`config.mk`:
```
export PLATFORM = sky130hd
export DESIGN_NAME = pcs_cell
export DESIGN_NICKNAME = d
export VERILOG_FILES = /design/src/rtl/pcs_pkg.sv /design/src/rtl/pcs_cell.sv
export SDC_FILE = /design/constraint.sdc
export NUM_CORES = 2
export LEC_CHECK = 0
export ABC_CLOCK_PERIOD_IN_PS = 8700
export BUFFER_PORTS_ARGS = -buffer_cell sky130_fd_sc_hd__buf_2
export CAP_MARGIN = 20
export CORE_MARGIN = 2
export CORE_UTILIZATION = 30
export CTS_BUF_LIST = sky130_fd_sc_hd__clkbuf_8 sky130_fd_sc_hd__clkbuf_16
export CTS_CLUSTER_DIAMETER = 100
export DETAILED_ROUTE_END_ITERATION = 10
export PLACE_DENSITY = 0.54
export SLEW_MARGIN = 20
export SYNTH_ARGS = -nofsm -noshare
export SYNTH_HDL_FRONTEND = slang
export SYNTH_SLANG_ARGS = --single-unit
```
`constraint.sdc`:
```
create_clock -name clk -period 8.7 [get_ports clk]
set_clock_uncertainty 0.15 [all_clocks]
set_input_delay 1.74 -clock clk [delete_from_list [all_inputs] [get_ports clk]]
set_output_delay 1.74 -clock clk [all_outputs]
set_load 0.02 [all_outputs]
```
`src/rtl/pcs_pkg.sv`:
```
// shared types and arithmetic for the polyline corner cut smoother
// point and token structs, corner cut helper; no dependencies
package pcs_pkg;

  localparam int CoordBits = 32;

  typedef logic [CoordBits-1:0] coord_t;

  typedef struct packed {
    coord_t x;
    coord_t y;
    coord_t z;
  } point_t;

  // one point travelling down the row of cells
  typedef struct packed {
    point_t     pt;
    logic       first;
    logic       last;
    logic       closed;
    logic       drop;
    logic [1:0] passes;
  } tok_t;

  // floor((3a + b) / 4), exact; the result lies between a and b
  function automatic coord_t cut(input coord_t a, input coord_t b);
    logic signed [CoordBits+1:0] sa;
    logic signed [CoordBits+1:0] sb;
    logic signed [CoordBits+1:0] s;
    sa = {{2{a[CoordBits-1]}}, a};
    sb = {{2{b[CoordBits-1]}}, b};
    s  = sa + (sa <<< 1) + sb;
    return s[CoordBits+1:2];
  endfunction

  function automatic point_t cut_pt(input point_t a, input point_t b);
    point_t r;
    r.x = cut(a.x, b.x);
    r.y = cut(a.y, b.y);
    r.z = cut(a.z, b.z);
    return r;
  endfunction

endpackage

```
`src/rtl/pcs_cell.sv`:
```
// one corner cutting pass: each incoming point yields up to four points
// uses pcs_pkg
module pcs_cell #(
  parameter int STAGE = 0
) (
  input  logic          clk,
  input  logic          rst_n,
  input  logic          in_valid,
  output logic          in_ready,
  input  pcs_pkg::tok_t in_tok,
  output logic          out_valid,
  input  logic          out_ready,
  output pcs_pkg::tok_t out_tok
);

  logic            v_r, v_nxt;
  logic [1:0]      ph_r, ph_nxt;
  logic            st_r, st_nxt;
  pcs_pkg::tok_t   t_r, t_nxt;
  pcs_pkg::point_t a_r, a_nxt;
  pcs_pkg::point_t f_r, f_nxt;

  logic       active;
  logic [2:0] n;
  logic       emit;
  logic       retire;
  logic       accept;

  // number of points this token produces
  always_comb begin
    active = int'(t_r.passes) > STAGE;
    if (!active) begin
      n = 3'd1;
    end else if (t_r.first) begin
      n = t_r.closed ? 3'd0 : 3'd1;
    end else if (t_r.last) begin
      n = t_r.closed ? 3'd4 : 3'd3;
    end else begin
      n = 3'd2;
    end
  end

  assign out_valid = v_r && (n != 3'd0);
  assign emit      = out_valid && out_ready;
  assign retire    = v_r && ((n == 3'd0) || (out_ready && ({1'b0, ph_r} == n - 3'd1)));
  assign in_ready  = !v_r || retire;
  assign accept    = in_valid && in_ready;

  // output point by phase
  always_comb begin
    out_tok       = t_r;
    out_tok.first = active ? !st_r : t_r.first;
    out_tok.last  = t_r.last && ({1'b0, ph_r} == n - 3'd1);
    if (active && !t_r.first) begin
      case (ph_r)
        2'd0:    out_tok.pt = pcs_pkg::cut_pt(a_r, t_r.pt);
        2'd1:    out_tok.pt = pcs_pkg::cut_pt(t_r.pt, a_r);
        2'd2:    out_tok.pt = t_r.closed ? pcs_pkg::cut_pt(t_r.pt, f_r) : t_r.pt;
        default: out_tok.pt = pcs_pkg::cut_pt(f_r, t_r.pt);
      endcase
    end
  end

  // token intake and phase
  always_comb begin
    v_nxt  = v_r;
    ph_nxt = ph_r;
    st_nxt = st_r;
    t_nxt  = t_r;
    a_nxt  = a_r;
    f_nxt  = f_r;
    if (retire) begin
      v_nxt  = 1'b0;
      ph_nxt = 2'd0;
    end else if (emit) begin
      ph_nxt = ph_r + 2'd1;
    end
    if (emit && active) begin
      st_nxt = 1'b1;
    end
    if (accept) begin
      v_nxt  = 1'b1;
      ph_nxt = 2'd0;
      t_nxt  = in_tok;
      if (in_tok.first) begin
        f_nxt  = in_tok.pt;
        a_nxt  = in_tok.pt;
        st_nxt = 1'b0;
      end else begin
        a_nxt = t_r.pt;
      end
    end
  end

  always_ff @(posedge clk) begin
    if (!rst_n) begin
      v_r  <= 1'b0;
      ph_r <= 2'd0;
      st_r <= 1'b0;
    end else begin
      v_r  <= v_nxt;
      ph_r <= ph_nxt;
      st_r <= st_nxt;
    end
  end

  always_ff @(posedge clk) begin
    t_r <= t_nxt;
    a_r <= a_nxt;
    f_r <= f_nxt;
  end

endmodule

```
---- Yosys cells after proc, flatten, opt, wreduce, memory -nomap -nowiden ----
Cells that the tools add are included.
operators by class
  $add $sub $neg .......................... 23
  $lt $le $gt $ge ......................... 1
  equal/unequal tests ..................... 3
  mux-type cells .......................... 15
  bitwise gates (word level) .............. 1
  reductions and logical operators ........ 19
operators by type and width
  cell                                                number
  adder 34 x 32 -> 34 bit                             12
  adder 32 x 33 -> 34 bit                             9
  2-to-1 mux 96 bit                                   3
  case mux 96 bit (3 select lines)                    1
  2-to-1 mux 3 bit                                    4
  logical AND 1 bit                                   8
  2-to-1 mux 1 bit                                    7
  == test 2 x 3 -> 1 bit                              1
  zero test 1 bit                                     3
  zero test 3 bit                                     1
  nonzero test 3 bit                                  1
  OR reduction 3 bit                                  1
  subtractor 3 x 1 -> 3 bit, second input constant    1
  adder 2 x 1 -> 2 bit, second input constant         1
  == test 2 x 1 -> 1 bit, second input constant       1
  == test 2 bit, second input constant                1
  > comparator 2 x 1 -> 1 bit, second input constant  1
  zero test 2 bit                                     1
  logical OR 1 bit                                    2
  AND reduction 2 bit                                 1
  nonzero test 2 bit                                  1
  inverter 1 bit                                      1
word-level totals
  register bits after elaboration ......... 298
  word-level logic and storage cells ...... 79

---- Longest topological paths before layout ----
  depth in word-level cells ............... 12
  gate-level depth with buffers ........... 26

---- Worst setup path before layout ----
Ideal clock, no wire load.
  path type ............................... flip-flop to flip-flop
  start ................................... reg t_r (netlist bit out_tok[3])
  end ..................................... reg a_r[0] in the netlist's numbering (enable)
  setup time .............................. 0.582 ns
  data arrival time ....................... 6.856 ns
  data required time ...................... 7.968 ns
  setup slack ............................. 1.112 ns
  stages on the path, launching flop included .. 12
  period minus slack after synthesis ...... 7.588 ns
  cell sequence ........................... edfxtp_1 clkbuf_1 clkbuf_1 clkbuf_1 nand2_1 nand2_1 ha_1 xor2_1 and3_1 nand2_1 nand2_1 and2_1
on the way
  word-level cells in the longest chain between the ends .. 11
  elaborated cells between the ends (all ways) .. 13
  those cells by class .................... add/sub: 1; eq/ne: 1; mux: 5; reduce/logical: 6
RTL lines
  element                    RTL line         text
  start, declared            pcs_cell.sv:19   pcs_pkg::tok_t t_r, t_nxt;
  start signal, assigned     pcs_cell.sv:108  t_r <= t_nxt;
  2-to-1 mux 3 bit           pcs_cell.sv:37   n = t_r.closed ? 3'd4 : 3'd3;
  2-to-1 mux 3 bit           pcs_cell.sv:36   end else if (t_r.last) begin
  2-to-1 mux 3 bit *         pcs_cell.sv:34   end else if (t_r.first) begin
  2-to-1 mux 3 bit *         pcs_cell.sv:32   if (!active) begin
  subtractor 3 x 1 -> 3 bit  pcs_cell.sv:45   assign retire = v_r && ((n == 3'd0) || (out_ready && ({1'b0, ph_r} == n - 3'd1)));
  == test 2 x 3 -> 1 bit     pcs_cell.sv:45
  logical AND 1 bit          pcs_cell.sv:45
  logical OR 1 bit *         pcs_cell.sv:45
  logical AND 1 bit *        pcs_cell.sv:45
  logical OR 1 bit *         pcs_cell.sv:46   assign in_ready = !v_r || retire;
  net in_ready               pcs_cell.sv:9    output logic in_ready,
  logical AND 1 bit *        pcs_cell.sv:47   assign accept = in_valid && in_ready;
  net accept                 pcs_cell.sv:27   logic accept;
  end signal, assigned       pcs_cell.sv:109  a_r <= a_nxt;
  end, declared              pcs_cell.sv:20   pcs_pkg::point_t a_r, a_nxt;
The timed path passes the listed nets; every way through them passes the cells marked *.
A chain may end at the register's enable or synchronous reset.

==> results.toml <==
[grt]
grt_max_degree = 115
antenna_found_initial = 12
grt_pass1_wl_mm = 207
grt_usage_pct = 19.6
grt_pass1_vias = 34200
grt_overflow = 0

[place]
gp_congestion = 0.934
post_dp_cell_area_um2 = 43000
portBuffers = 209
post-dp-hpwl_mm = 108

[synth]
synth_edf_count = 294
synth.ff_latch_count = 298
synthFlopType = "edfxtp_1"
yosys_warnings = 0
synthArstFlopShare_pct = 0
synth_top_area_share_pct = 22.2
synth_cells = 4293
synth_most_common_cell = "ha_1"
synth.distinct_cells = 97
avgSynthCellArea_um2 = 9.27
syn_area_um2 = 39800
yosys-top-cells-count = "477 x ha_1, 439 x a21oi_1, 294 x edfxtp_1"
synth_area_leaders = "edfxtp_1 22%, ha_1 15%, fa_1 9.8%"
syn_nets = 5071
synth_area_leader_cell = "edfxtp_1"
yosysSeqAreaShare_pct = 22.4

[timing]
finalHoldViolations = 0
slew_headroom_pct = 30.8
timing.hold.ws_ns = 0.383
worst-slew-pin-transition_ns = 1.04
slew_violations = 0
finalCriticalPeriod_ns = 8.34
fin_tns_setup_ns = 0
timing.final.crit_share_pct = 95.8
fmax_mhz = 120
finalSetupViolCount = 0

[clocking]
cts_tree = "built"
clock-sinks = 298
cts-root-buf = "clkbuf_16"
clkLatencyLatePin_ns = 0.61
h-tree-depth = 2
clkTransAtPathRegs_ns = 0.06
cts.path.max_buffers = 3
cts_buffers = 40

[worst_setup_path]
cp.arrival_ns = 6.45
slowest_stage = "edfxtp_1"
cp_num_cells = 22
crit_path_cell_trace = "ha_1 -> a211oi_1 -> o21bai_1 -> a31o_2 -> o2bb2ai_1 -> o21ai_0 -> o211ai_1 -> o41ai_2 -> o21ai_0 -> or2_1 -> a21oi_1 -> xnor2_1 -> ha_1 -> a21o_1 -> a21o_1 -> a21oi_1 -> a31oi_1 -> a221o_1 -> a2111oi_2 -> a221oi_1 -> buf_4 -> buf_2"
cp_slowest_stage_delay_ns = 0.52
critPathTopFamily = "compound AO/OA/AOI/OAI gates"
crit_required_ns = 6.81
worstSetupPathType = "reg2out"
cp_max_fo = 6
cp-start-kind = "flip-flop"
rr_worst_depth = 11
cp.buffers_inverters = 2
end_kind = "output port"

[die]
rows = 133
io_pins = 210
design.core.area_um2 = 132000
start_util_pct = 30.2
fp.dieW_um = 368
die_area_um2 = 136000
die_h_um = 368

[pwr]
p_leak_nw = 18.4
pwr_density_cell_nw_per_um2 = 219
peakVddDrop_uv = 151

[run]
cap_violations = 0

[hold_path]
hold_depth = 2
hp-class = "reg2reg"

[drt]
avgRoutedWirePerCell_um = 22.0
via_per_inst = 5.62
drt-total-wl_mm = 138
drc = 0
vias = 35200
drt_pass1_iterations = 6
ant_nets = 0
drtIter0Drc = 2840

[final_layout]
nets = 5243
final_layout_size_suffix_gt1_share_pct = 11.6
area_growth_syn_to_layout_pct = 11.8
nFillCells = 13600
postLayoutCoreUtil_pct = 33.8
final_area_um2 = 44500

[outcome]
status = "completed"
==> worst register-to-register path, stage by stage, from the launching register on <==
cell and delay, ns:
edfxtp_1 0.42, nor2_1 0.15, nor2_4 0.09, buf_4 0.46, nand2_1 0.12, ha_1 0.22
ha_1 0.27, and3_1 0.17, nand2_1 0.07, nand2_1 0.12, and2_4 0.49, buf_12 0.39
==> where the power goes <==
part           internal, mW  switching (mW)  total (mW)
combinational          2.57            3.63        6.20
clock                 0.935           0.687        1.62
sequential             1.71           0.197        1.91
==> placed cells by master, fill, tap and decap left out, types with 42 or more instances in the layout <==
master	Yosys	final
edfxtp_1	294	294
inv_1	106	113
a21o_1	251	251
o21a_1	42	42
buf_4	5	53
clkbuf_16	0	42
a31oi_1	55	54
nor2_1	230	226
fa_1	195	195
nor2b_1	49	49
o21ai_0	285	282
a221oi_1	75	75
nand2b_1	75	75
o22ai_1	47	47
and3_1	43	42
mux2_2	107	107
nand4_1	55	55
nand3_1	98	98
buf_2	3	208
ha_1	477	471
xor2_1	150	150
nor3_1	61	61
o21bai_1	51	51
a21oi_1	439	433
xnor2_1	256	255
nand2_1	274	272
==> state kept, by name, summed over array words and instances, names as in the netlist <==
register and count:
t_r 98, a_r 96, f_r 96, out_tok 4
ph_r 2, st_r 1, v_r 1
==> worst paths after layout <==
kind                            startpoint          end  slack [ns]
worst max-delay path                t_r[8]  out_tok[37]        0.36
worst min-delay path                  st_r         st_r        0.38
worst max register to register  out_tok[1]      t_r[62]        4.76
worst min register to register        st_r         st_r        0.38
==> what timing repair did <==
action                     CTS  global route
buffers inserted             0            11
setup endpoints to repair    1            18
cloned                       0             0
pin swaps                    0             4
resized for setup            2            35
hold buffers                 0             0
==> final cells by class <==
type                       count  area (um2)  share of cell area [%]
antenna                        6        15.0                  0.0337
clock inverter                30         216                   0.486
clock buffer                  42        1050                    2.36
multi-input combinational   3753       30200                    67.9
sequential                   298        8910                    20.0
timing repair buffer         263        1480                    3.32
inverter                     109         409                   0.919
tap                         1755        2200                    4.93
==> stage by stage <==
step / cells / total power, mW / setup slack (ns)
final: 6256 / 9.73 / 0.363
after global routing: 6250 / 10.5 / -0.00803
after CTS: 6239 / 9.70 / 0.0883
after detailed placement: 6167 / 8.00 / 0.641
after global placement: 6167 / 7.98 / 0.670
after floorplan: 4293 / 6.43 / 1.11
==> per-layer routing <==
metal	vias to the layer above	global-route usage, %	routed length [um]
met5	-	0	23
met4	4	5.49	3820
met3	193	2.31	8070
met2	1071	32.4	63500
met1	17100	27.0	62200
li1	16800	-	-
==> cells by family (layout without fill, tap and decap cells) <==
family | Yosys count | in the layout | share of synthesized area, %
buf+inv | 242 | 444 | 2.34
fa+ha+maj | 672 | 672 | 24.8
simple gates | 969 | 969 | 11.8
other cells | 0 | 6 | 0
mux | 133 | 133 | 3.68
compound gates | 1573 | 1573 | 26.1
flops | 298 | 298 | 22.4
xor+xnor | 406 | 406 | 8.93
Power figures use the tool's default switching activity.
