==> src/rtl/pcs_pkg.sv <==
// shared types and arithmetic for the polyline corner cut smoother
// point and token structs, corner cut helper; no dependencies
package pcs_pkg;

  localparam int CoordBits = 32;

  typedef logic [CoordBits-1:0] coord_t;

  typedef struct packed {
    coord_t x;
    coord_t y;
    coord_t z;
  } point_t;

  // one point travelling down the row of cells
  typedef struct packed {
    point_t     pt;
    logic       first;
    logic       last;
    logic       closed;
    logic       drop;
    logic [1:0] passes;
  } tok_t;

  // floor((3a + b) / 4), exact; the result lies between a and b
  function automatic coord_t cut(input coord_t a, input coord_t b);
    logic signed [CoordBits+1:0] sa;
    logic signed [CoordBits+1:0] sb;
    logic signed [CoordBits+1:0] s;
    sa = {{2{a[CoordBits-1]}}, a};
    sb = {{2{b[CoordBits-1]}}, b};
    s  = sa + (sa <<< 1) + sb;
    return s[CoordBits+1:2];
  endfunction

  function automatic point_t cut_pt(input point_t a, input point_t b);
    point_t r;
    r.x = cut(a.x, b.x);
    r.y = cut(a.y, b.y);
    r.z = cut(a.z, b.z);
    return r;
  endfunction

endpackage

==> src/rtl/pcs_emit.sv <==
// result stage: repeats the first point at the end of a closed chain unless drop is set
// uses pcs_pkg
module pcs_emit (
  input  logic            clk,
  input  logic            rst_n,
  input  logic            in_valid,
  output logic            in_ready,
  input  pcs_pkg::tok_t   in_tok,
  output logic            out_valid,
  input  logic            out_ready,
  output pcs_pkg::point_t out_pt,
  output logic            out_last
);

  logic            v_r, v_nxt;
  logic            ph_r, ph_nxt;
  logic            fov_r, fov_nxt;
  pcs_pkg::tok_t   t_r, t_nxt;
  pcs_pkg::point_t fo_r, fo_nxt;

  logic two;
  logic retire;
  logic accept;

  // closing point follows the last point of a closed chain unless drop is set
  assign two       = t_r.last && t_r.closed && !t_r.drop;
  assign out_valid = v_r;
  assign out_pt    = ph_r ? fo_r : t_r.pt;
  assign out_last  = two ? ph_r : t_r.last;
  assign retire    = v_r && out_ready && (!two || ph_r);
  assign in_ready  = !v_r || retire;
  assign accept    = in_valid && in_ready;

  always_comb begin
    v_nxt   = v_r;
    ph_nxt  = ph_r;
    fov_nxt = fov_r;
    t_nxt   = t_r;
    fo_nxt  = fo_r;
    if (retire) begin
      v_nxt  = 1'b0;
      ph_nxt = 1'b0;
    end else if (v_r && out_ready) begin
      ph_nxt = 1'b1;
    end
    if (accept) begin
      v_nxt  = 1'b1;
      ph_nxt = 1'b0;
      t_nxt  = in_tok;
      if (!fov_r) begin
        fo_nxt  = in_tok.pt;
        fov_nxt = !in_tok.last;
      end else if (in_tok.last) begin
        fov_nxt = 1'b0;
      end
    end
  end

  always_ff @(posedge clk) begin
    if (!rst_n) begin
      v_r   <= 1'b0;
      ph_r  <= 1'b0;
      fov_r <= 1'b0;
    end else begin
      v_r   <= v_nxt;
      ph_r  <= ph_nxt;
      fov_r <= fov_nxt;
    end
  end

  always_ff @(posedge clk) begin
    t_r  <= t_nxt;
    fo_r <= fo_nxt;
  end

endmodule

==> config.mk <==
export PLATFORM = sky130hd
export DESIGN_NAME = pcs_emit
export DESIGN_NICKNAME = d
export VERILOG_FILES = /design/src/rtl/pcs_pkg.sv /design/src/rtl/pcs_emit.sv
export SDC_FILE = /design/constraint.sdc
export NUM_CORES = 1
export LEC_CHECK = 0
export BUFFER_PORTS_ARGS = -buffer_cell sky130_fd_sc_hd__buf_2
export CELL_PAD_IN_SITES_DETAIL_PLACEMENT = 0
export CELL_PAD_IN_SITES_GLOBAL_PLACEMENT = 1
export CORE_MARGIN = 4
export CORE_UTILIZATION = 30
export CTS_BUF_LIST = sky130_fd_sc_hd__clkbuf_4
export DETAILED_ROUTE_END_ITERATION = 10
export MAX_ROUTING_LAYER = met4
export PLACE_DENSITY = 0.61
export SLEW_MARGIN = 20
export SYNTH_ARGS = -nofsm -noshare
export SYNTH_HDL_FRONTEND = slang
export SYNTH_SLANG_ARGS = --single-unit
==> constraint.sdc <==
create_clock -name clk -period 10.1 [get_ports clk]
set_input_delay 1.01 -clock clk [delete_from_list [all_inputs] [get_ports clk]]
set_output_delay 1.01 -clock clk [all_outputs]
set_load 0.03 [all_outputs]
# After elaboration in Yosys (flattened, before gate mapping)
# Cells that the tools add are included.
# classes
n_mux	6
n_bitwise	2
n_reduce_logical	14
# ops
op	count
$mux W96	1
$logic_and A1 B1 Y1	5
$mux W1	5
$logic_not A1 Y1	4
$reduce_or A3 Y1	1
$logic_or A1 B1 Y1	2
$not A1 Y1	2
$reduce_and A2 Y1	1
$reduce_bool A2 Y1	1
# totals
regBits	198
in_bits	106

# Depth between registers and ports, before layout
# Gate-level depths: netlist of the first run.
# logic_depth
word_depth	8
ltp_mapped	5
depth_no_buf	3

# Worst setup path before layout of the first run
# Ideal clock, no wire load.
# synth_timing
path_type	input port to flip-flop
start	input port in_valid
end	register fo_r[0] (netlist bit), enable pin
t_arrival_ns	8.019
t_required_ns	9.538
path_slack_ns	1.519
cell_stages	3
n_path_buf	0
cell_sequence	nand2_1 -> o21ai_2 -> nor2b_1
# synth_via
elab_chain_cells	2
# synth_lines
item	line_no	source
start, declared	pcs_emit.sv:6	input logic in_valid,
$logic_and A1 B1 Y1	pcs_emit.sv:32	assign accept = in_valid && in_ready;
named net accept	pcs_emit.sv:23	logic accept;
$reduce_and A2 Y1 (no source line)	n/a	
end signal, assigned	pcs_emit.sv:73	fo_r <= fo_nxt;
end, declared	pcs_emit.sv:19	pcs_pkg::point_t fo_r, fo_nxt;
# The timed path passes the listed nets, and every way through them passes these cells.
# A chain may end at the register's enable or synchronous reset.

==> flow_summary.json, run 1 <==
{
  "status": "completed",
  "dr.pass1.iters": 4,
  "slowest_delay_ns": 0.79,
  "synth_edf_count": 195,
  "post_drt_via_cell_ratio": 4.25,
  "clkTransAtPathRegs_ns": 0.16,
  "drtIter0Drc": 171,
  "multi_input_area_um2": 1210,
  "vias": 3686,
  "start_util_pct": 30.6,
  "synth_top_area_share_pct": 81.4,
  "synthCells": 321,
  "synth_area_um2": 7200,
  "grt_pass1_wl_mm": 21.7,
  "synth_top_flop_cell": "edfxtp_1",
  "rr_worst_depth": 4,
  "dpl_cell_area_um2": 8560,
  "gr-total-overflow": 0,
  "arrival_ns": 2.62,
  "maxCapViolations": 0,
  "grt_setup_unrepaired": "false",
  "clock_sinks": 198,
  "cts_tree": "yes",
  "cts-root-buf": "clkbuf_4",
  "io_pins": 205,
  "portBuffers": 201,
  "worstSetupStartpointType": "flop",
  "setup_ws_ns": 6.47,
  "cts_setup_buffers": 0,
  "synth-async-reset-ratio_pct": 0,
  "slew_headroom_pct": 34.3,
  "p_int_mw": 1.15,
  "crit_type": "flop to output port",
  "wl_per_cell_um": 16.5,
  "fmax_ghz": 0.275,
  "dieArea_um2": 26500,
  "final_hold_viol_count": 0,
  "fin_util_pct": 37.6,
  "post-place-ws_ns": 6.47,
  "finalSetupViolations": 0,
  "yosysWarnings": 0,
  "ys_ff_latch": 198,
  "htreeDepth": 4,
  "fin_crit_ns": 3.63,
  "end_kind": "output port",
  "p_seq_share_pct": 63.2,
  "cpMaxStageDelayCell": "buf_4",
  "ctsResizeCount": 0,
  "finalInstanceArea_um2": 8840,
  "final_nets": 641,
  "worst_slew_pin_slew_ns": 0.985,
  "p_sw_share_pct": 27.0,
  "n_fill_cell": 2232,
  "fin_crit_sh_pct": 36.0,
  "synth_common_cells": "edfxtp_1, mux2_2, buf_2",
  "yosysMostFrequentCell": "edfxtp_1",
  "num_rows": 56,
  "fin_setup_tns_ns": 0,
  "hp-class": "flop to flop",
  "die_width_um": 163,
  "cts.path.max_buffers": 2,
  "routed_wl_mm": 14.3,
  "yosysSeqAreaShare_pct": 82.2,
  "drc": 0,
  "power_frac_comb_pct": 12.3,
  "cts_buffers": 17,
  "clk-insertion-delay-late_ns": 0.53,
  "synth.avg_cell_area_um2": 22.4,
  "slew_viol_final": 0,
  "clkPwrFrac_pct": 24.4,
  "areaGrowthSynthToFinish_pct": 22.9,
  "post-dp-hpwl_mm": 9.50,
  "p_leak_nw": 3.26,
  "whs_path_depth": 2,
  "grt_use_total_pct": 11.0,
  "dp_cells": 834,
  "path_cells": "buf_4, mux2_2, buf_2",
  "crit_fanout": 74,
  "die-height_um": 163,
  "gp_congestion": 0.742,
  "instances_no_fill": 868,
  "yosys.area.top_type": "edfxtp_1",
  "core_um2": 23500,
  "ir_worst_vdd_v": 0.0000685,
  "clock-skew-final_ns": 0.0136,
  "switchingPower_mw": 0.424,
  "ys_types": 18,
  "cts_hold_buf": 0,
  "crit_required_ns": 9.09,
  "register_area_um2": 5920,
  "antenna_left": 0,
  "yosys-top-cells-area": "edfxtp_1, mux2_2, dfxtp_1, buf_6, buf_2",
  "antenna_found_initial": 1,
  "grt_pass1_vias": 4141,
  "syn_nets": 427,
  "drive_gt1_share_pct": 61.1,
  "p_per_area_nw_per_um2": 178,
  "grt_max_degree": 75
}
[power groups by stage]
stage | logic (mW) | registers (mW) | clock network (mW)
finish | 0.194 | 0.994 | 0.384
detailed placement | 0.195 | 1.01 | 0
global route | 0.208 | 1.00 | 0.441
global placement | 0.191 | 1.01 | 0
floorplan | 0.121 | 1.02 | 0
CTS | 0.196 | 0.996 | 0.408
[cell usage in the layout (no fill, tap or decap)]
| cell | n |
|---|---|
| a21boi_0 | 1 |
| a21boi_2 | 1 |
| and2_1 | 1 |
| and4bb_1 | 1 |
| buf_16 | 1 |
| buf_2 | 201 |
| buf_4 | 4 |
| clkbuf_4 | 17 |
| clkinv_1 | 3 |
| clkinv_2 | 1 |
| clkinv_4 | 4 |
| clkinvlp_4 | 1 |
| dfxtp_1 | 2 |
| dfxtp_4 | 1 |
| diode_2 | 1 |
| edfxtp_1 | 195 |
| inv_1 | 1 |
| inv_6 | 2 |
| inv_8 | 4 |
| mux2_2 | 96 |
| nand2_1 | 3 |
| nand2b_1 | 1 |
| nand3_1 | 2 |
| nand4bb_1 | 1 |
| nor2b_4 | 1 |
| o21a_1 | 1 |
| o21ai_4 | 1 |
| o221a_1 | 1 |
[stage by stage]
stage                     hold WS (ns)  power (mW)
after floorplan                  0.504        1.14
final                            0.537        1.57
after CTS                        0.541        1.60
after detailed placement         0.507        1.21
after global placement           0.513        1.20
after global routing             0.543        1.65
[layout make-up]
| cell class | instances | share of cell area [%] |
|---|---|---|
| flip-flops and latches | 198 | 66.9 |
| multi-input cells | 111 | 13.6 |
| repair buffers | 206 | 12.0 |
| well taps | 319 | 4.51 |
| clock buffers | 17 | 1.44 |
| clock inverters | 15 | 1.37 |
| inverters | 1 | 0.0424 |
| diodes | 1 | 0.0283 |
[kinds of logic (layout without fill, tap and decap cells)]
family	after synthesis	in the layout	synth area share, %
flip-flops	198	198	82.2
multiplexers	96	96	15.0
buffers and inverters	12	239	1.25
AND/OR/NAND/NOR	10	10	0.887
AO/OA/AOI/OAI	5	5	0.643
other	0	1	0
[worst paths after layout]
check            start    endpoint  slack, ns
max               ph_r  out_pt[89]       6.47
min          out_valid        ph_r       0.54
max reg2reg       ph_r     t_r[31]       7.35
min reg2reg  out_valid        ph_r       0.54
[flip-flops by register name, indices dropped and copies added, names as in the netlist]
register   cells
t_r           99
out_valid      1
fo_r          96
fov_r          1
ph_r           1
[layer usage]
metal | share of wire [%] | global-route usage, % | wire, um | vias up
met5 | 0 | - | 0 | -
met4 | 1.1 | 3.28 | 156 | 0
met3 | 7.7 | 4.05 | 1110 | 7
met2 | 50 | 18.3 | 7150 | 136
met1 | 41 | 12.5 | 5880 | 1835
li1 | - | - | - | 1708
[worst max-delay path, delay by kind of cell (launching register included)]
kind / cells / cell delay, ns
buffers and inverters: 2 / 0.97
flip-flops: 1 / 0.59
multiplexers: 1 / 0.42
Note: power is estimated with default switching activity, not from simulation.
==> run 2: changes to the inputs <==
==> constraint.sdc (replaced) <==
create_clock -name clk -period 3.7 [get_ports clk]
set_input_delay 0.37 -clock clk [delete_from_list [all_inputs] [get_ports clk]]
set_output_delay 0.37 -clock clk [all_outputs]
set_load 0.03 [all_outputs]
==> run 2 against run 1 <==
Worst hold slack worse by 0.40 ns; non-clock buffer count rose by 101; setup slack worse by 5.2 ns; sequential power grew to 2.7 times the previous value; wire length up 8.3%; count of clock-buffer cells in the layout up 2; design area is 12% higher; first-iteration DRC count shrank 5.8%; core utilization grew 4.4 points; sequential share of layout area decreased by 7.0 points; power grew to 2.8 times the previous value; final cell count up 12%.
==> flow_summary.json, run 2 (synthesized netlist as in run 1, its figures left out) <==
{
  "path_cells": "buf_4, mux2_2, buf_2",
  "core_um2": 23500,
  "p_per_area_nw_per_um2": 453,
  "crit_required_ns": 3.33,
  "die_width_um": 163,
  "dp_cells": 835,
  "slew_viol_final": 0,
  "worst_slew_pin_slew_ns": 0.804,
  "grt_max_degree": 101,
  "worst_hold_slack_ns": 0.136,
  "final_nets": 742,
  "final_hold_viol_count": 0,
  "post_drt_via_cell_ratio": 4.23,
  "final_common_cell": "buf_2",
  "instances_no_fill": 968,
  "antenna_left": 0,
  "dieArea_um2": 26500,
  "drc": 0,
  "clkTransAtPathRegs_ns": 0.16,
  "portBuffers": 201,
  "largest-register": "t_r",
  "vias": 4097,
  "cts-root-buf": "clkbuf_4",
  "antenna_found_initial": 0,
  "cpLargestDelayFamily": "buffers and inverters",
  "met1_length_mm": 6.41,
  "gp_congestion": 0.732,
  "htreeDepth": 4,
  "cts_tree": "yes",
  "finalSetupViolations": 0,
  "gr-total-overflow": 0,
  "grt_setup_unrepaired": "false",
  "grt_pass1_vias": 4663,
  "maxCapViolations": 0,
  "cts_buffers": 17,
  "cpMaxStageDelayCell": "buf_4",
  "hp-class": "primary input to flop",
  "num_rows": 56,
  "end_kind": "output port",
  "p_total_mw": 4.47,
  "crit_type": "flop to output port",
  "fin_util_pct": 41.9,
  "largest_register_ffs": 99,
  "clock_sinks": 198,
  "io_pins": 205,
  "fin_crit_ns": 2.46,
  "drive_gt1_share_pct": 52.1,
  "clock-skew-final_ns": 0.0135,
  "insertedDiodeCount": 0,
  "post-dp-hpwl_mm": 9.40,
  "cts.path.max_buffers": 2,
  "areaGrowthSynthToFinish_pct": 37.2,
  "p_leak_nw": 3.70,
  "arrival_ns": 2.09,
  "crit_fanout": 51,
  "start_util_pct": 30.6,
  "grt_use_total_pct": 12.0,
  "worstSetupStartpointType": "flop",
  "layout_common_cells": "buf_2, edfxtp_1, dlygate4sd3_1",
  "slew_headroom_pct": 46.4,
  "ir_worst_vdd_v": 0.000176,
  "dr_wl_met2_mm": 7.91,
  "slowest_delay_ns": 0.55,
  "ctsResizeCount": 0,
  "fmax_ghz": 0.406,
  "met3WireLength_um": 967,
  "clk-insertion-delay-late_ns": 0.55,
  "highest_layer": "met4",
  "routed_wl_mm": 15.5,
  "largestRegisters": "t_r (99), fo_r (96)",
  "wl_per_cell_um": 16.0,
  "grt_pass1_wl_mm": 24.1,
  "die-height_um": 163,
  "status": "completed",
  "dr.pass1.iters": 4,
  "cts_setup_buffers": 0,
  "drtIter0Drc": 161,
  "worst-path-buf-inv": 2,
  "fin_crit_sh_pct": 66.5,
  "n_fill_cell": 2149
}
[run 2: cell count changes in the layout (fill, tap and decap cells not counted)]
| cell | delta |
|---|---|
| dlygate4sd3_1 | +101 |
| inv_8 | -1 |
| buf_12 | +1 |
| buf_16 | -1 |
| clkinv_1 | -3 |
| diode_2 | -1 |
| clkbuf_4 | +2 |
| inv_6 | +1 |
| bufinv_16 | +1 |
[run 2: metal layers]
| metal | up-vias | GRT usage, % |
|---|---|---|
| li1 | 1915 | - |
| met1 | 2034 | 13.6 |
| met2 | 137 | 20.7 |
| met3 | 11 | 3.97 |
| met4 | 0 | 3.01 |
| met5 | - | - |
[run 2: cell type report]
cell class                      instances  area [um2]  share of cell area (%)
Clock inverter                         13         138                    1.39
Sequential cell                       198        5920                    59.9
Multi-Input combinational cell        111        1210                    12.2
Clock buffer                           19         143                    1.44
Timing Repair Buffer                  307        2070                    20.9
Tap cell                              319         399                    4.04
Inverter                                1        3.75                  0.0380
[run 2: worst paths after layout]
kind	from	endpoint	slack [ns]	cells after the start
worst max-delay path	ph_r	out_pt[50]	1.24	3
worst max register to register	ph_r	out_valid	1.64	5
worst min register to register	out_valid	ph_r	0.54	2
worst min-delay path	out_ready	ph_r	0.14	3
[run 2: worst min-delay path: stages]
cell	delay, ns
buf_2	0.12
nand3_1	0.07
a21boi_0	0.08
[run 2: repair_timing]
action,in CTS,in global routing
hold buffers,101,0
endpoints found under the hold margin,196,0
setup endpoints to repair,0,0
[run 2: stage by stage]
| step | setup WS [ns] | setup TNS (ns) | cell area, um2 |
|---|---|---|---|
| after global placement | 1.68 | 0 | 8580 |
| after CTS | 1.10 | 0 | 9880 |
| after floorplan | -1.78 | -170.83 | 7210 |
| after detailed placement | 1.61 | 0 | 8580 |
| final | 1.24 | 0 | 9880 |
| after global routing | 1.03 | 0 | 9880 |
[run 2: power by group]
part           internal [mW]  switching, mW  total, mW
Sequential              2.67         0.0380       2.71
Combinational          0.239          0.376      0.615
Clock                  0.374          0.771       1.14
Total                   3.29           1.19       4.47
