===== config.mk =====
export PLATFORM = sky130hd
export DESIGN_NAME = pcs_front
export DESIGN_NICKNAME = d
export VERILOG_FILES = /design/src/rtl/pcs_pkg.sv /design/src/rtl/pcs_front.sv
export SDC_FILE = /design/constraint.sdc
export NUM_CORES = 1
export LEC_CHECK = 0
export BUFFER_PORTS_ARGS = -buffer_cell sky130_fd_sc_hd__buf_4
export CAP_MARGIN = 15
export CORE_MARGIN = 2
export CORE_UTILIZATION = 40
export CTS_CLUSTER_SIZE = 16
export DETAILED_ROUTE_END_ITERATION = 10
export SETUP_SLACK_MARGIN = 0.02
export SLEW_MARGIN = 10
export SYNTH_ARGS = -nofsm -noshare
export SYNTH_HDL_FRONTEND = slang
export SYNTH_SLANG_ARGS = --single-unit

===== constraint.sdc =====
create_clock -name clk -period 16 [get_ports clk]
set_clock_uncertainty 0.15 [all_clocks]
set_input_delay 3.2 -clock clk [delete_from_list [all_inputs] [get_ports clk]]
set_output_delay 3.2 -clock clk [all_outputs]
set_load 0.005 [all_outputs]

===== src/rtl/pcs_pkg.sv =====
// shared types and arithmetic for the polyline corner cut smoother
// point and token structs, corner cut helper; no dependencies
package pcs_pkg;

  localparam int CoordBits = 32;

  typedef logic [CoordBits-1:0] coord_t;

  typedef struct packed {
    coord_t x;
    coord_t y;
    coord_t z;
  } point_t;

  // one point travelling down the row of cells
  typedef struct packed {
    point_t     pt;
    logic       first;
    logic       last;
    logic       closed;
    logic       drop;
    logic [1:0] passes;
  } tok_t;

  // floor((3a + b) / 4), exact; the result lies between a and b
  function automatic coord_t cut(input coord_t a, input coord_t b);
    logic signed [CoordBits+1:0] sa;
    logic signed [CoordBits+1:0] sb;
    logic signed [CoordBits+1:0] s;
    sa = {{2{a[CoordBits-1]}}, a};
    sb = {{2{b[CoordBits-1]}}, b};
    s  = sa + (sa <<< 1) + sb;
    return s[CoordBits+1:2];
  endfunction

  function automatic point_t cut_pt(input point_t a, input point_t b);
    point_t r;
    r.x = cut(a.x, b.x);
    r.y = cut(a.y, b.y);
    r.z = cut(a.z, b.z);
    return r;
  endfunction

endpackage


===== src/rtl/pcs_front.sv =====
// chain front end: holds the first two points until the chain length is known
// and issues tokens to the first cell; uses pcs_pkg
module pcs_front #(
  parameter int MAX_PASSES = 3
) (
  input  logic            clk,
  input  logic            rst_n,
  input  logic [1:0]      cfg_passes,
  input  logic            in_valid,
  output logic            in_ready,
  input  pcs_pkg::point_t in_pt,
  input  logic            in_loop,
  input  logic            in_end,
  output logic            tok_valid,
  input  logic            tok_ready,
  output pcs_pkg::tok_t   tok
);

  typedef enum logic [1:0] {M_PAIR, M_THIRD, M_NEXT} mode_t;

  logic            busy_r, busy_nxt;
  mode_t           mode_r, mode_nxt;
  logic [1:0]      ph_r, ph_nxt;
  logic [1:0]      cnt_r, cnt_nxt;
  logic            closed_r, closed_nxt;
  logic [1:0]      passes_r, passes_nxt;
  logic            drop_r, drop_nxt;
  logic            end_r, end_nxt;
  pcs_pkg::point_t cur_r, cur_nxt;
  pcs_pkg::point_t h0_r, h0_nxt;
  pcs_pkg::point_t h1_r, h1_nxt;

  logic       tok_last;
  logic       fire;
  logic       done;
  logic       accept;
  logic [1:0] clamp;
  logic       full;

  // pass count clamp
  always_comb begin
    full  = int'(cfg_passes) >= MAX_PASSES;
    clamp = full ? 2'(MAX_PASSES) : cfg_passes;
  end

  // handshake
  always_comb begin
    case (mode_r)
      M_PAIR:  tok_last = (ph_r == 2'd1);
      M_THIRD: tok_last = (ph_r == 2'd2);
      default: tok_last = 1'b1;
    endcase
  end

  assign fire      = busy_r && tok_ready;
  assign done      = fire && tok_last;
  assign in_ready  = !busy_r || done;
  assign accept    = in_valid && in_ready;
  assign tok_valid = busy_r;

  // token selection
  always_comb begin
    tok.pt     = cur_r;
    tok.first  = 1'b0;
    tok.last   = end_r;
    tok.closed = closed_r;
    tok.drop   = drop_r;
    tok.passes = passes_r;
    case (mode_r)
      M_PAIR: begin
        tok.pt     = (ph_r == 2'd0) ? h0_r : cur_r;
        tok.first  = (ph_r == 2'd0);
        tok.last   = (ph_r == 2'd1);
        tok.closed = 1'b0;
        tok.drop   = 1'b0;
        tok.passes = 2'd0;
      end
      M_THIRD: begin
        case (ph_r)
          2'd0:    tok.pt = h0_r;
          2'd1:    tok.pt = h1_r;
          default: tok.pt = cur_r;
        endcase
        tok.first = (ph_r == 2'd0);
        tok.last  = (ph_r == 2'd2) && end_r;
      end
      default: begin
        tok.pt = cur_r;
      end
    endcase
  end

  // chain tracking
  always_comb begin
    busy_nxt   = busy_r;
    mode_nxt   = mode_r;
    ph_nxt     = ph_r;
    cnt_nxt    = cnt_r;
    closed_nxt = closed_r;
    passes_nxt = passes_r;
    drop_nxt   = drop_r;
    end_nxt    = end_r;
    cur_nxt    = cur_r;
    h0_nxt     = h0_r;
    h1_nxt     = h1_r;
    if (done) begin
      busy_nxt = 1'b0;
      ph_nxt   = 2'd0;
    end else if (fire) begin
      ph_nxt = ph_r + 2'd1;
    end
    if (accept) begin
      cur_nxt = in_pt;
      end_nxt = in_end;
      ph_nxt  = 2'd0;
      case (cnt_r)
        2'd0: begin
          closed_nxt = in_loop;
          if (!in_end) begin
            h0_nxt  = in_pt;
            cnt_nxt = 2'd1;
          end
        end
        2'd1: begin
          if (in_end) begin
            busy_nxt = 1'b1;
            mode_nxt = M_PAIR;
            cnt_nxt  = 2'd0;
          end else begin
            h1_nxt  = in_pt;
            cnt_nxt = 2'd2;
          end
        end
        2'd2: begin
          busy_nxt   = 1'b1;
          mode_nxt   = M_THIRD;
          passes_nxt = clamp;
          drop_nxt   = in_end && closed_r && full;
          cnt_nxt    = in_end ? 2'd0 : 2'd3;
        end
        default: begin
          busy_nxt = 1'b1;
          mode_nxt = M_NEXT;
          cnt_nxt  = in_end ? 2'd0 : 2'd3;
        end
      endcase
    end
  end

  always_ff @(posedge clk) begin
    if (!rst_n) begin
      busy_r   <= 1'b0;
      mode_r   <= M_NEXT;
      ph_r     <= 2'd0;
      cnt_r    <= 2'd0;
      closed_r <= 1'b0;
      passes_r <= 2'd0;
      drop_r   <= 1'b0;
    end else begin
      busy_r   <= busy_nxt;
      mode_r   <= mode_nxt;
      ph_r     <= ph_nxt;
      cnt_r    <= cnt_nxt;
      closed_r <= closed_nxt;
      passes_r <= passes_nxt;
      drop_r   <= drop_nxt;
    end
  end

  always_ff @(posedge clk) begin
    end_r <= end_nxt;
    cur_r <= cur_nxt;
    h0_r  <= h0_nxt;
    h1_r  <= h1_nxt;
  end

endmodule


Yosys cells after proc, flatten, opt, wreduce, memory -nomap -nowiden
Index checks and enable logic that the tools add are counted.
Widths: inputs -> output; s select.
{"block": "totals", "regBits": 300, "in_bits": 104, "output_inout_bits": 104, "elab_cells": 64}
{"block": "op_classes", "add_sub_neg": 1, "magnitude_cmp": 1, "n_eq_ne": 7, "mux": 17, "bitwise": 3, "reduce_logical": 18}
{"operator": "$pmux 96 s2", "count": 2}
{"operator": "$mux 96", "count": 1}
{"operator": "$mux 2", "count": 5}
{"operator": "$reduce_and 3->1", "count": 3}
{"operator": "$pmux 2 s2", "count": 2}
{"operator": "$eq 2x1->1 const B", "count": 3}
{"operator": "$logic_and 1x1->1", "count": 6}
{"operator": "$logic_not 2->1", "count": 3}
{"operator": "$pmux 2 s3", "count": 1}
{"operator": "$reduce_and 2->1", "count": 3}
{"operator": "$eq 2x2->1 const B", "count": 2}
{"operator": "$mux 4", "count": 1}
{"operator": "$ne 2x2->1 const B", "count": 2}
{"operator": "$pmux 1 s2", "count": 2}
{"operator": "$mux 1", "count": 3}
{"operator": "$not 1->1", "count": 3}
{"operator": "$reduce_or 3->1", "count": 1}
{"operator": "$add 2x1->2 const B", "count": 1}
{"operator": "$ge 2x2->1 const B", "count": 1}
{"operator": "$logic_not 1->1", "count": 1}
{"operator": "$logic_or 1x1->1", "count": 1}

Depth between registers and ports, before layout
{"block": "logic_depth", "ltp_word": 7, "mapped_depth": 10, "ltp_nobuf": 7}

Least setup slack after synthesis
No wires, ideal clock.
{"block": "synth_path", "kind": "in2reg", "from": "input tok_ready", "to": "register h0_r[0] (netlist bit) (enable)", "setup_ns": 0.552, "arrival_ns": 8.850, "required_time_ns": 15.298, "setup_slack_ns": 6.448, "path_stages": 5, "n_path_buf": 0, "cell_sequence": "nand2b_1 > o311ai_4 > inv_2 > nand2b_1 > nor2_1"}
{"block": "synth_between", "elab_chain_len": 5}
{"element": "start, declared", "line_no": "pcs_front.sv:15", "text": "input logic tok_ready,"}
{"element": "$logic_and 1x1->1", "line_no": "pcs_front.sv:55", "text": "assign fire = busy_r && tok_ready;"}
{"element": "$logic_and 1x1->1", "line_no": "pcs_front.sv:56", "text": "assign done = fire && tok_last;"}
{"element": "$logic_or 1x1->1", "line_no": "pcs_front.sv:57", "text": "assign in_ready = !busy_r || done;"}
{"element": "$logic_and 1x1->1", "line_no": "pcs_front.sv:58", "text": "assign accept = in_valid && in_ready;"}
{"element": "net accept", "line_no": "pcs_front.sv:36", "text": "logic accept;"}
{"element": "$reduce_and 3->1 (no source line)"}
{"element": "end signal, assigned", "line_no": "pcs_front.sv:173", "text": "h0_r <= h0_nxt;"}
{"element": "end, declared", "line_no": "pcs_front.sv:30", "text": "pcs_pkg::point_t h0_r, h0_nxt;"}
The timed path passes the listed nets, and every way through them passes these cells.
A chain may end at the register's enable or synchronous reset.

Final worst setup path
{"block": "layout_path", "from": "input tok_ready", "to": "output in_ready"}
{"block": "layout_between", "elab_chain_len": 3}
{"element": "$logic_and 1x1->1", "line_no": "pcs_front.sv:55"}
{"element": "$logic_and 1x1->1", "line_no": "pcs_front.sv:56"}
{"element": "$logic_or 1x1->1", "line_no": "pcs_front.sv:57"}
{"element": "end, declared", "line_no": "pcs_front.sv:10", "text": "output logic in_ready,"}
Every way passes these cells.

==> results.sh <==
export IMPL_run_status="complete, no violations"
export IMPL_fillCellCount=2379
export IMPL_largest_net_degree_at_the_start_of_global_routing=97
export IMPL_synth_cell_types=34
export IMPL_cts_buffers_inserted=31
export IMPL_clock_tree_htree_level_count=1
export IMPL_die_height_um=171
export IMPL_flow_area_growth_from_synthesis_pct=26.4
export IMPL_worst_ep_required_time_ns=12.65
export IMPL_share_of_yosys_cell_area_claimed_by_the_top_area_cell_type=0.778
export IMPL_synth_cell_area_um2=11200
export IMPL_timing_worst_slew_pin_value_ns=1.08
export IMPL_synth_top_cells_by_count="sky130_fd_sc_hd__edfxtp_1 (289), sky130_fd_sc_hd__nand2_1 (111), sky130_fd_sc_hd__a22oi_1 (97)"
export IMPL_tns_ns=0
export IMPL_place_gp_congestion=0.704
export IMPL_grt_antenna_before_repair=0
export IMPL_vdd_ir_drop_worst_mv=0.0908
export IMPL_antennaDiodeCount=0
export IMPL_synth_avg_cell_area_um2=15.8
export IMPL_crit_path_cell_trace="buf_4 -> o21ai_0 -> nand2_1 -> buf_4"
export IMPL_number_of_nets_in_the_layout=1023
export IMPL_timing_final_max_slew_violations=0
export IMPL_cts_sinks=300
export IMPL_finalPower_mw=1.74
export IMPL_cts_root_buf="sky130_fd_sc_hd__clkbuf_16"
export IMPL_drc=0
export IMPL_synth_warning_count=0
export IMPL_ys_async_sr_fraction=0
export IMPL_post_cts_resize_count=0
export IMPL_die_w_um=171
export IMPL_detailedRoute_firstPassIterationCount=7
export IMPL_synth_cells=708
export IMPL_worst_setup_path_start_kind="primary input"
export IMPL_pin_count=208
export IMPL_cts_tree="built"
export IMPL_regToRegStartpoint="ph_r[1]"
export IMPL_via_count_of_the_first_global_routing_pass=6765
export IMPL_crit_path_max_incr_delay_ns=0.14
export IMPL_core_area_um2=27600
export IMPL_grt_setup_unrepaired="no"
export IMPL_slew_limit_headroom=0.278
export IMPL_slowest_stage="sky130_fd_sc_hd__buf_4"
export IMPL_number_of_nets_in_the_synthesized_netlist=818
export IMPL_post_route_cell_area_um2=14100
export IMPL_ys_ff_latch=300
export IMPL_clk_path_buf_depth=3
export IMPL_hp_start="passes_r[1]"
export IMPL_sequential_area_share_after_synthesis=0.798
export IMPL_max_clock_freq_mhz=143
export IMPL_drc_violation_total_after_the_first_tritonroute_iteration=439
export IMPL_number_of_synthesized_flops_with_an_enable_pin=289
export IMPL_dr_total_vias=6634
export IMPL_wl_um=25000
export IMPL_netlist_top_cells_area="sky130_fd_sc_hd__edfxtp_1 (78%), sky130_fd_sc_hd__a22oi_1 (6.5%), sky130_fd_sc_hd__o21ai_0 (4.0%)"
export IMPL_cp_max_fo=3
export IMPL_timing_final_setup_violations=0
export IMPL_track_usage=0.166
export IMPL_dpl_cell_count=1258
export IMPL_start_util=0.404
export IMPL_synth_top_flop_cell="sky130_fd_sc_hd__edfxtp_1"
export IMPL_min_period_ns=6.97
export IMPL_crit_start="tok_ready"
export IMPL_grt_ovfl_total=0
export IMPL_timing_setup_critical_path_class="primary input to output pin"
export IMPL_stdcell_count=1314
export IMPL_post_cts_setup_buffers=0
export IMPL_die_area_um2=29200
export IMPL_setup_worst_path_end_class="output pin"
export IMPL_max_capacitance_violation_total=0
export IMPL_post_drt_via_cell_ratio=5.05
export IMPL_place_area_um2=13100
export IMPL_drt_wirelength_per_cell_um=19.0
export IMPL_worst_case_register_to_register_setup_slack_ns=11.50
export IMPL_number_of_routed_nets_with_antenna_violations=0
export IMPL_cts_hold_repair_buffers=0
export IMPL_power_density_cell_area_nw_per_um2=124
export IMPL_placement_rows=61
export IMPL_leakage_power_of_the_design_nw=5.27
export IMPL_leading_cell_type_by_number_of_instances_after_synthesis="sky130_fd_sc_hd__edfxtp_1"
export IMPL_timing_final_hold_violations=0
export IMPL_class_of_the_tightest_hold_or_removal_check="flop to flop"
export IMPL_critical_path_top_cell_by_count="sky130_fd_sc_hd__buf_4"
export IMPL_synth_top_cell_by_area="sky130_fd_sc_hd__edfxtp_1"
export IMPL_worstPathArrival_ns=3.62
export IMPL_post_dp_hpwl_um=14000
export IMPL_clock_latency_ns=0.53
export IMPL_first_pass_grt_wire_length_um=37700
export IMPL_cts_reportedPaths_clkPinSlew_ns=0.06
export IMPL_port_buffer_count=207
export IMPL_final_period_utilization=0.436
export IMPL_drive_above_1_share=0.285
## metrics by stage
| stage | hold WS [ns] | util | setup slack [ns] |
|---|---|---|---|
| finish | 0.303 | 0.510 | 9.03 |
| global route | 0.338 | 0.510 | 8.99 |
| global placement | 0.295 | 0.474 | 9.03 |
| detailed placement | 0.297 | 0.474 | 9.03 |
| CTS | 0.305 | 0.510 | 9.02 |
| floorplan | 0.283 | - | 6.45 |
## final cells by class
cell class / instances / area, um^2 / area share
Timing Repair Buffer: 216 / 1620 / 0.115
Clock inverter: 17 / 186 / 0.0132
Inverter: 9 / 36.3 / 0.00257
Multi-Input combinational cell: 355 / 2070 / 0.147
Sequential cell: 300 / 8900 / 0.631
Clock buffer: 39 / 806 / 0.0572
Tap cell: 378 / 473 / 0.0336
## registers in the layout, summed over array words and instances (netlist names), 2 cells and up
signal and cells:
passes_r 2, mode_r 2, cur_r 96, cnt_r 2, ph_r 2, h0_r 96
h1_r 96
## worst paths after layout
kind                       to  cells after the start
setup / recovery     in_ready                      4
hold / removal    passes_r[1]                      2
setup reg to reg     h0_r[75]                      9
hold reg to reg   passes_r[1]                      2
## cells by family (layout without fill, tap and decap cells)
| kind of cell | after synthesis | in the layout | synth area share |
|---|---|---|---|
| AND/OR/NAND/NOR | 133 | 133 | 0.0487 |
| multiplexers | 5 | 5 | 0.00460 |
| flip-flops | 300 | 300 | 0.798 |
| buffers and inverters | 53 | 281 | 0.0208 |
| adder cells (fa/ha/maj) | 6 | 6 | 0.00673 |
| AO/OA/AOI/OAI | 211 | 211 | 0.121 |
## critical path, delay by kind of cell
kind	cells	cell delay, ns
compound gates	1	0.07
buf+inv	2	0.25
simple gates	1	0.09
## cell usage in the layout, fill, tap and decap left out
cell                         instances
sky130_fd_sc_hd__edfxtp_1          289
sky130_fd_sc_hd__buf_4             216
sky130_fd_sc_hd__nand2_1           111
sky130_fd_sc_hd__a22oi_1            97
sky130_fd_sc_hd__o21ai_0            89
sky130_fd_sc_hd__clkbuf_16          31
sky130_fd_sc_hd__o21ai_1            11
sky130_fd_sc_hd__dfxtp_1            11
sky130_fd_sc_hd__inv_1               8
sky130_fd_sc_hd__nor2b_1             8
sky130_fd_sc_hd__clkbuf_1            8
sky130_fd_sc_hd__nand2b_1            5
sky130_fd_sc_hd__ha_1                5
sky130_fd_sc_hd__clkinv_2            5
sky130_fd_sc_hd__clkinv_1            5
sky130_fd_sc_hd__mux2i_1             4
sky130_fd_sc_hd__bufinv_16           4
sky130_fd_sc_hd__a21boi_0            3
sky130_fd_sc_hd__clkinvlp_4          3
sky130_fd_sc_hd__o21bai_4            2
sky130_fd_sc_hd__nor2_4              2
sky130_fd_sc_hd__nor3_1              2
sky130_fd_sc_hd__a21oi_1             2
sky130_fd_sc_hd__and2_4              1
sky130_fd_sc_hd__nor2_1              1
sky130_fd_sc_hd__a21o_1              1
sky130_fd_sc_hd__o311ai_4            1
sky130_fd_sc_hd__inv_4               1
sky130_fd_sc_hd__a22o_1              1
sky130_fd_sc_hd__o211ai_1            1
sky130_fd_sc_hd__and3_1              1
sky130_fd_sc_hd__nand3_1             1
sky130_fd_sc_hd__mux2_1              1
sky130_fd_sc_hd__o22ai_1             1
sky130_fd_sc_hd__a41o_1              1
sky130_fd_sc_hd__nand4_1             1
sky130_fd_sc_hd__o21a_1              1
sky130_fd_sc_hd__ha_4                1
## power breakdown
part	total [mW]	switching (mW)	internal, mW
clock network	0.700	0.281	0.418
registers	0.915	0.00917	0.906
logic	0.129	0.0689	0.0600
total	1.74	0.359	1.38
## layer usage
metal	GRT usage	share of wire	up-vias
met3	0.0442	0.073	35
met4	0.0442	0.019	0
met5	0	0	-
met2	0.292	0.50	199
met1	0.203	0.41	3256
li1	-	-	3144
Note: power is estimated with default switching activity, not from simulation.
